`src/design/hse_pkg.sv`:
```
`timescale 1ns / 1ps
package hse_pkg;

	localparam int BLOCK_BYTES  = 64;
	localparam int DIGEST_BYTES = 20;
	localparam int BLOCK_WORDS  = BLOCK_BYTES / 4;
	localparam int ROUNDS       = 80;

	localparam logic [1:0] ACT_KEY = 2'd0;
	localparam logic [1:0] ACT_MSG = 2'd1;
	localparam logic [1:0] ACT_FIN = 2'd2;
	localparam logic [1:0] ACT_NOP = 2'd3;

	localparam logic [7:0] IPAD_BYTE = 8'h36;
	localparam logic [7:0] OPAD_BYTE = 8'h5c;
	localparam logic [7:0] PAD_MARK  = 8'h80;

	typedef logic [31:0] word_t;

	typedef enum logic [1:0] {BLK_BUF, BLK_KEY, BLK_IPAD, BLK_OPAD} blk_sel_t;
	typedef enum logic [1:0] {H_IV, H_CHAIN, H_OUTER} h_sel_t;
	typedef enum logic {DST_CHAIN, DST_OUTER} dst_sel_t;
	typedef enum logic [1:0] {JOB_KEY, JOB_INNER, JOB_OUTER} job_t;

	typedef struct packed {
		logic     latch;
		logic     key_clr;
		logic     key_wr;
		logic     key_digest;
		logic     buf_wr;
		logic     buf_msg;
		logic     buf_pad;
		logic     buf_zero;
		logic     buf_len;
		logic     buf_digest;
		logic     kc_clr;
		logic     kc_inc;
		logic     mc_clr;
		logic     mc_inc;
		logic     comp_start;
		blk_sel_t blk_sel;
		h_sel_t   h_sel;
		dst_sel_t dst_sel;
		job_t     job;
		logic [2:0] emit_idx;
	} dp_cmd_t;

	typedef struct packed {
		logic kc_lt64;
		logic kc_eq64;
		logic kc_gt64;
		logic kc_blk_end;
		logic mc_blk_end;
		logic pad_two;
		logic comp_done;
	} dp_stat_t;

	function automatic word_t sha_iv(input logic [2:0] i);
		case (i)
			3'd0:    sha_iv = 32'h67452301;
			3'd1:    sha_iv = 32'hEFCDAB89;
			3'd2:    sha_iv = 32'h98BADCFE;
			3'd3:    sha_iv = 32'h10325476;
			default: sha_iv = 32'hC3D2E1F0;
		endcase
	endfunction

endpackage

```
`src/design/hse_ctrl.sv`:
```
`timescale 1ns / 1ps
module hse_ctrl import hse_pkg::*; (
	input  logic     clk,
	input  logic     arst_n,
	input  logic     in_valid,
	input  logic [1:0] action,
	input  logic     out_ready,
	input  dp_stat_t stat,
	output logic     in_ready,
	output logic     out_valid,
	output logic     last_word,
	output dp_cmd_t  cmd
);

	typedef enum logic [4:0] {
		S_IDLE, S_KCLR, S_KEY, S_BCOMP, S_SETTLE, S_PAD, S_ZERO, S_LEN, S_WAIT,
		S_AFTER, S_KCOPY, S_OPAD, S_IPAD, S_ACT, S_MBYTE, S_DCOPY, S_EMIT
	} state_t;

	typedef enum logic [1:0] {PH_KEY, PH_MSG, PH_DONE} phase_t;

	state_t state_q, ret_q;
	phase_t phase_q;
	job_t job_q;
	logic [1:0] action_q;
	logic [2:0] idx_q;

	assign in_ready  = (state_q == S_IDLE);
	assign out_valid = (state_q == S_EMIT);
	assign last_word = (idx_q == 3'd4);

	always_comb begin
		cmd          = '0;
		cmd.job      = job_q;
		cmd.blk_sel  = BLK_BUF;
		cmd.h_sel    = H_CHAIN;
		cmd.dst_sel  = DST_CHAIN;
		cmd.emit_idx = idx_q;
		case (state_q)
			S_IDLE: cmd.latch = in_valid;
			S_KCLR: begin
				cmd.key_clr = 1'b1;
				cmd.kc_clr  = 1'b1;
			end
			S_KEY: begin
				cmd.key_wr     = stat.kc_lt64;
				cmd.buf_wr     = !stat.kc_lt64;
				cmd.kc_inc     = 1'b1;
				cmd.comp_start = stat.kc_eq64;
				cmd.blk_sel    = BLK_KEY;
				cmd.h_sel      = H_IV;
			end
			S_BCOMP: cmd.comp_start = 1'b1;
			S_PAD: begin
				cmd.buf_pad    = 1'b1;
				cmd.comp_start = stat.pad_two;
			end
			S_ZERO: cmd.buf_zero = 1'b1;
			S_LEN: begin
				cmd.buf_len    = 1'b1;
				cmd.comp_start = 1'b1;
				cmd.h_sel      = (job_q == JOB_OUTER) ? H_OUTER : H_CHAIN;
			end
			S_KCOPY: cmd.key_digest = 1'b1;
			S_OPAD: begin
				cmd.comp_start = 1'b1;
				cmd.blk_sel    = BLK_OPAD;
				cmd.h_sel      = H_IV;
				cmd.dst_sel    = DST_OUTER;
			end
			S_IPAD: begin
				cmd.comp_start = 1'b1;
				cmd.blk_sel    = BLK_IPAD;
				cmd.h_sel      = H_IV;
				cmd.mc_clr     = 1'b1;
			end
			S_MBYTE: begin
				cmd.buf_wr  = 1'b1;
				cmd.buf_msg = 1'b1;
				cmd.mc_inc  = 1'b1;
			end
			S_DCOPY: cmd.buf_digest = 1'b1;
			S_EMIT: cmd.mc_clr = out_ready && (idx_q == 3'd4);
			default: ;
		endcase
	end

	always_ff @(posedge clk or negedge arst_n) begin
		if (!arst_n) begin
			state_q  <= S_IDLE;
			ret_q    <= S_IDLE;
			phase_q  <= PH_KEY;
			job_q    <= JOB_KEY;
			action_q <= ACT_KEY;
			idx_q    <= '0;
		end else begin
			case (state_q)
				S_IDLE: begin
					if (in_valid) begin
						action_q <= action;
						if (action == ACT_KEY)
							state_q <= (phase_q != PH_KEY) ? S_KCLR : S_KEY;
						else if (action == ACT_MSG || action == ACT_FIN) begin
							case (phase_q)
								PH_KEY:  state_q <= S_SETTLE;
								PH_DONE: state_q <= S_IPAD;
								default: state_q <= S_ACT;
							endcase
						end
					end
				end
				S_KCLR: begin
					phase_q <= PH_KEY;
					state_q <= S_KEY;
				end
				S_KEY: begin
					if (stat.kc_eq64) begin
						ret_q   <= S_IDLE;
						state_q <= S_WAIT;
					end else if (stat.kc_blk_end)
						state_q <= S_BCOMP;
					else
						state_q <= S_IDLE;
				end
				S_BCOMP: begin
					ret_q   <= S_IDLE;
					state_q <= S_WAIT;
				end
				S_SETTLE: begin
					if (stat.kc_gt64) begin
						job_q   <= JOB_KEY;
						state_q <= S_PAD;
					end else
						state_q <= S_OPAD;
				end
				S_PAD: begin
					if (stat.pad_two) begin
						ret_q   <= S_ZERO;
						state_q <= S_WAIT;
					end else
						state_q <= S_LEN;
				end
				S_ZERO: state_q <= S_LEN;
				S_LEN: begin
					ret_q   <= S_AFTER;
					state_q <= S_WAIT;
				end
				S_WAIT: if (stat.comp_done) state_q <= ret_q;
				S_AFTER: begin
					case (job_q)
						JOB_KEY:   state_q <= S_KCOPY;
						JOB_INNER: state_q <= S_DCOPY;
						default: begin
							idx_q   <= '0;
							state_q <= S_EMIT;
						end
					endcase
				end
				S_KCOPY: state_q <= S_OPAD;
				S_OPAD: begin
					ret_q   <= S_IPAD;
					state_q <= S_WAIT;
				end
				S_IPAD: begin
					phase_q <= PH_MSG;
					ret_q   <= S_ACT;
					state_q <= S_WAIT;
				end
				S_ACT: begin
					if (action_q == ACT_MSG)
						state_q <= S_MBYTE;
					else begin
						job_q   <= JOB_INNER;
						state_q <= S_PAD;
					end
				end
				S_MBYTE: state_q <= stat.mc_blk_end ? S_BCOMP : S_IDLE;
				S_DCOPY: begin
					job_q   <= JOB_OUTER;
					state_q <= S_PAD;
				end
				S_EMIT: begin
					if (out_ready) begin
						if (idx_q == 3'd4) begin
							phase_q <= PH_DONE;
							state_q <= S_IDLE;
						end else
							idx_q <= idx_q + 3'd1;
					end
				end
				default: state_q <= S_IDLE;
			endcase
		end
	end

endmodule

```
`config.mk`:
```
export PLATFORM = sky130hd
export DESIGN_NAME = hse_ctrl
export DESIGN_NICKNAME = d
export VERILOG_FILES = /design/src/design/hse_pkg.sv /design/src/design/hse_ctrl.sv
export SDC_FILE = /design/constraint.sdc
export NUM_CORES = 1
export LEC_CHECK = 0
export BUFFER_PORTS_ARGS = -buffer_cell sky130_fd_sc_hd__clkbuf_2
export CORE_AREA = 2 2 54 56
export CTS_CLUSTER_SIZE = 14
export DETAILED_ROUTE_END_ITERATION = 8
export DIE_AREA = 0 0 56 58
export GPL_ROUTABILITY_DRIVEN = 0
export GPL_TIMING_DRIVEN = 0
export HOLD_SLACK_MARGIN = 0.03
export MAX_ROUTING_LAYER = met4
export PLACE_DENSITY = 0.86
export SLEW_MARGIN = 40
export SYNTH_ARGS = -nofsm -noshare
export SYNTH_HDL_FRONTEND = slang
export SYNTH_SLANG_ARGS = --single-unit
```
`constraint.sdc`:
```
create_clock -name clk -period 3.3 [get_ports clk]
set_input_delay 0.165 -clock clk [delete_from_list [all_inputs] [get_ports clk]]
set_output_delay 0.165 -clock clk [all_outputs]
set_load 0.1 [all_outputs]
```
Word level (Yosys, flattened, before mapping)
Cells that the tools add are included.
W data, S select, Z words.
- input bits: 13
- bits in registers: 19
- word-level logic and storage cells: 108
- muxes and demuxes: 46
- reductions and logical operators: 21
- equality and inequality tests: 34
- add/subtract/negate cells: 1
- operator list (kind ; count):
    $pmux W5 S14 ; 1
    $eq A5 B4 Y1 const B ; 8
    $mux W5 ; 8
    $pmux W5 S6 ; 1
    $eq A5 B3 Y1 const B ; 4
    $ne A2 B2 Y1 const B ; 9
    $pmux W2 S3 ; 3
    $mux W2 ; 8
    $mux W4 ; 4
    $mux W1 ; 11
    $eq A5 B2 Y1 const B ; 2
    $pmux W5 S2 ; 1
    $mux W3 ; 3
    $reduce_and A3 Y1 ; 3
    $pmux W4 S2 ; 1
    $eq A2 B1 Y1 const B ; 3
    $eq A2 B2 Y1 const B ; 3
    $logic_not A2 Y1 ; 3
    $pmux W3 S2 ; 1
    $reduce_bool A3 Y1 ; 2
    $reduce_bool A6 Y1 ; 1
    $eq A5 B1 Y1 const B ; 1
    $eq A5 B5 Y1 const B ; 1
    $logic_not A5 Y1 ; 1
    17 further kinds ; 19

Longest topological paths before layout
- depth in word-level cells: 6
- depth in mapped cells: 7

Worst setup path before layout
No wires, ideal clock.
- path type: flip-flop to output port
- start: register job_q[1]
- end: output cmd[6] in the netlist's numbering
- slack: -2.819 ns
- arrival time: 5.954 ns
- required time: 3.135 ns
- buffers on the path: 0
- cell stages (with the launch flop): 4
- path through: dfrtp_1 -> inv_1 -> nor4_1 -> nor3_1
- RTL lines (item ; RTL line ; source):
    start: declaration ; hse_ctrl.sv:24 ; job_t job_q;
    start signal: assignment ; hse_ctrl.sv:93 ; job_q <= JOB_KEY;
    start signal: assignment ; hse_ctrl.sv:131 ; job_q <= JOB_KEY;
    start signal: assignment ; hse_ctrl.sv:173 ; job_q <= JOB_INNER;
    end: declaration ; hse_ctrl.sv:12 ; output dp_cmd_t cmd

==> metrics.txt <==
cell area power density=1020 mW/mm^2; nets@finish=228; root buffer cell=clkbuf_4; post-detailed-placement half-perimeter wirelength=2690 um; Int Power=0.000669 W; starting density of the core=52.6%; most instantiated flip-flop cell in the synthesis netlist=dfrtp_1; mean instance size in the synthesized netlist=8.44 um^2; net switching share of the total power=61.6%; number of clock sinks seen by CTS=18; Combinational Power Share=72.8%; maximum number of pins on one net before global-route repair=19; post-placement setup slack=1.13 ns; fin worst setup slack=0.781 ns; global-route wire length before repair=5880 um; worst-case clock buffer depth=2; Clk pin slew, worst setup/hold paths=0.10 ns; outcome=complete, no violations; CORE AREA=0.00266 mm^2; count of vias placed by the detailed router=1400; Die W=56 um; layout cells sized above 1=33.3%; kind of end point of the critical path=output pin; count of yosys warnings during synthesis=0; maximum clock skew at final layout=0.00291 ns; top cell family by delay on the critical path=simple AND/OR/NAND/NOR gates; Max Cap Viol=0; asr flop ratio synth=100%; Max Clk Rate=397 MHz; post-synthesis instance total=166; minimum clock period=2.52 ns; delay of the slowest cell on the worst path=0.44 ns; vias per cell=5.81; diode insertion count for antenna repair=0; count of instances resized after the clock tree is built=0; Syn Nets=182; critical-path cell with the highest stage delay=or3_1; cts bufs inserted=3; number of core rows=19; flip-flop and latch count after synthesis=18; kind of critical path=reg2out; post-synthesis sequential area ratio=32.1%; die area=0.00325 mm^2; total routing resource utilization after global routing=23.6%; switching power=0.00107 W; final wirelength=3470 um; Worst EP arrival=2.35 ns; required arrival time at the worst endpoint=3.13 ns; via count of the first global-routing pass=1272; largest fanout on the critical path=9; First DRT Iteration DRCs=65; Max Transition Viols Final=0; # port buffers=40; actual slew at the worst max-slew pin=0.544 ns; post-synthesis instance area=0.00140 mm^2; number of setup violations in the final report=0; depth of the CTS H-tree=1; Netlist cell types=53; final clock period utilization by the worst path=76.3%; synth-to-layout area growth=21.3%; share of total power in sequential cells=21.0%; number of optimization iterations in the first detailed-route pass=4; setup TNS=0 ns; number of top-level pins=41; chip height=58 um; TritonCTS clock tree=done; remaining number of nets flagged by the antenna check after routing=0; leakage power=0.829 nW; residual overflow from global routing=0; setup repair after global routing missed its margin=no; headroom to the max-slew limit=63.9%; EDFF count, synth=0; latest clock arrival within the worst-skew pair=0.29 ns; worst-path cell chain=buf_2 -> or3_1 -> or3b_1 -> inv_1 -> buf_4 -> clkbuf_2; clock network fraction of design power=6.2%; average wire per cell in the routed design=14.4 um; worst hold path class=in2reg; number of failing hold endpoints at the final stage=0; count of unresolved DRC violations after routing=0; element type at the critical path start=flip-flop; Max rail drop VDD=0.681 mV; Hold Slack=0.114 ns; number of antenna violations at the first check in global routing=0; total buffers and inverters traversed by the critical path=4
[Yosys cell counts, types with 2 or more instances]
library cell  instances  area [um^2]
o21ai_0               4         20.0
buf_2                 7         35.0
a21boi_0              2         15.0
nor3b_1               4         30.0
o32ai_1               2         17.5
a211oi_1              2         15.0
inv_1                14         52.6
or3_1                 4         25.0
and2_1                3         18.8
dfrtp_1              18          450
nand3b_1              2         15.0
or3b_1                3         26.3
nor4_1                6         37.5
mux2_2                2         22.5
a21oi_1               4         20.0
nor2_1               20         75.1
nand2_1               5         18.8
a211o_1               2         17.5
xnor2_1               2         17.5
buf_4                 2         15.0
a31oi_1               5         31.3
ha_1                  3         37.5
o21a_1                2         15.0
nor2b_1               3         18.8
nor3_1                7         35.0
buf_6                 3         33.8
a2111oi_0             2         17.5
o21ai_1               2         10.0
nand3_1               4         20.0
or2_2                 2         12.5
nand2b_1              3         18.8
[cells in the final DEF, fill, tap and decap left out, types with 3 or more instances in the layout]
cell,instances
buf_2,7
nor3_1,6
clkbuf_2,40
nor2b_1,3
a21oi_1,4
buf_6,3
clkbuf_4,3
ha_1,3
a31oi_1,5
or3b_1,3
nand3_1,4
dfrtp_1,18
and2_1,3
nor3b_1,4
nor4_1,5
o21ai_0,4
nor2_1,20
or3_1,4
nand2_1,5
inv_1,14
nand2b_1,3
[power by group through the flow]
| stage | clock, W | combinational (W) | sequential, W |
|---|---|---|---|
| detailed placement | 0 | 0.00126 | 0.000370 |
| global route | 0.000123 | 0.00135 | 0.000377 |
| global placement | 0 | 0.00125 | 0.000366 |
| CTS | 0.000111 | 0.00127 | 0.000364 |
| finish | 0.000109 | 0.00127 | 0.000366 |
| floorplan | 0 | 0.000939 | 0.000482 |
[registers in the layout, summed over array words and instances, names as in the netlist]
register,cells
action_q,2
idx_q,3
job_q,2
phase_q,2
ret_q,4
state_q,5
[per-stage QoR]
stage	power [W]	utilization (%)	instances	instance area, um^2
floorplan	0.00142	-	166	1430
global placement	0.00161	62.6	237	1670
detailed placement	0.00163	62.6	237	1670
CTS	0.00174	63.9	241	1700
global route	0.00185	63.9	241	1700
finish	0.00174	63.9	241	1700
[cells by family (layout without fill, tap and decap cells)]
family	count (synthesis)	count (layout)	synth area share (%)
xor gates and xnor gates	2	2	1.25
buffers and inverters	27	71	10.0
adders and majority gates	3	3	2.68
and+or+nand+nor	78	78	32.8
AOI/OAI and AO/OA	34	34	18.0
muxes	4	4	3.12
DFF	18	18	32.1
[worst reg2reg max path, cell delays in order, from the launching register on]
cell and delay [ns]:
dfrtp_1 0.33, buf_2 0.20, buf_2 0.25, nand2b_1 0.30, o32ai_1 0.17, a2111oi_0 0.40
a31oi_1 0.14
[what timing repair did]
item,CTS,global route
buffers inserted,0,0
hold buffers,1,0
endpoints found under the hold margin,18,0
[final cells by class]
| cell class | count | area, um^2 |
|---|---|---|
| well taps | 31 | 38.8 |
| multi-input cells | 121 | 838 |
| clock buffers | 3 | 22.5 |
| repair buffers | 41 | 210 |
| plain buffers | 13 | 87.6 |
| inverters | 14 | 52.6 |
| flip-flops and latches | 18 | 450 |
| fillers | 239 | 962 |
[layer usage]
metal | global-route usage, % | vias to the layer above | share of wire [%]
li1 | - | 683 | -
met1 | 33.3 | 638 | 44
met2 | 35.8 | 68 | 46
met3 | 1.79 | 11 | 8.1
met4 | 8.84 | 0 | 2.6
met5 | - | - | 0
[worst paths after layout]
kind                            depth (start not counted)  slack, ns           to  startpoint
worst max-delay path                                    6       0.78      cmd[23]  state_q[1]
worst min-delay path                                    2       0.11  action_q[1]   action[1]
worst max register to register                          6       1.39   state_q[3]  state_q[1]
worst min register to register                          1       0.51     ret_q[1]    ret_q[1]
max in group asynchronous                               2       2.63   state_q[4]      arst_n
min in group asynchronous                               2       0.35     idx_q[1]      arst_n
Note: power is estimated with default switching activity, not from simulation.
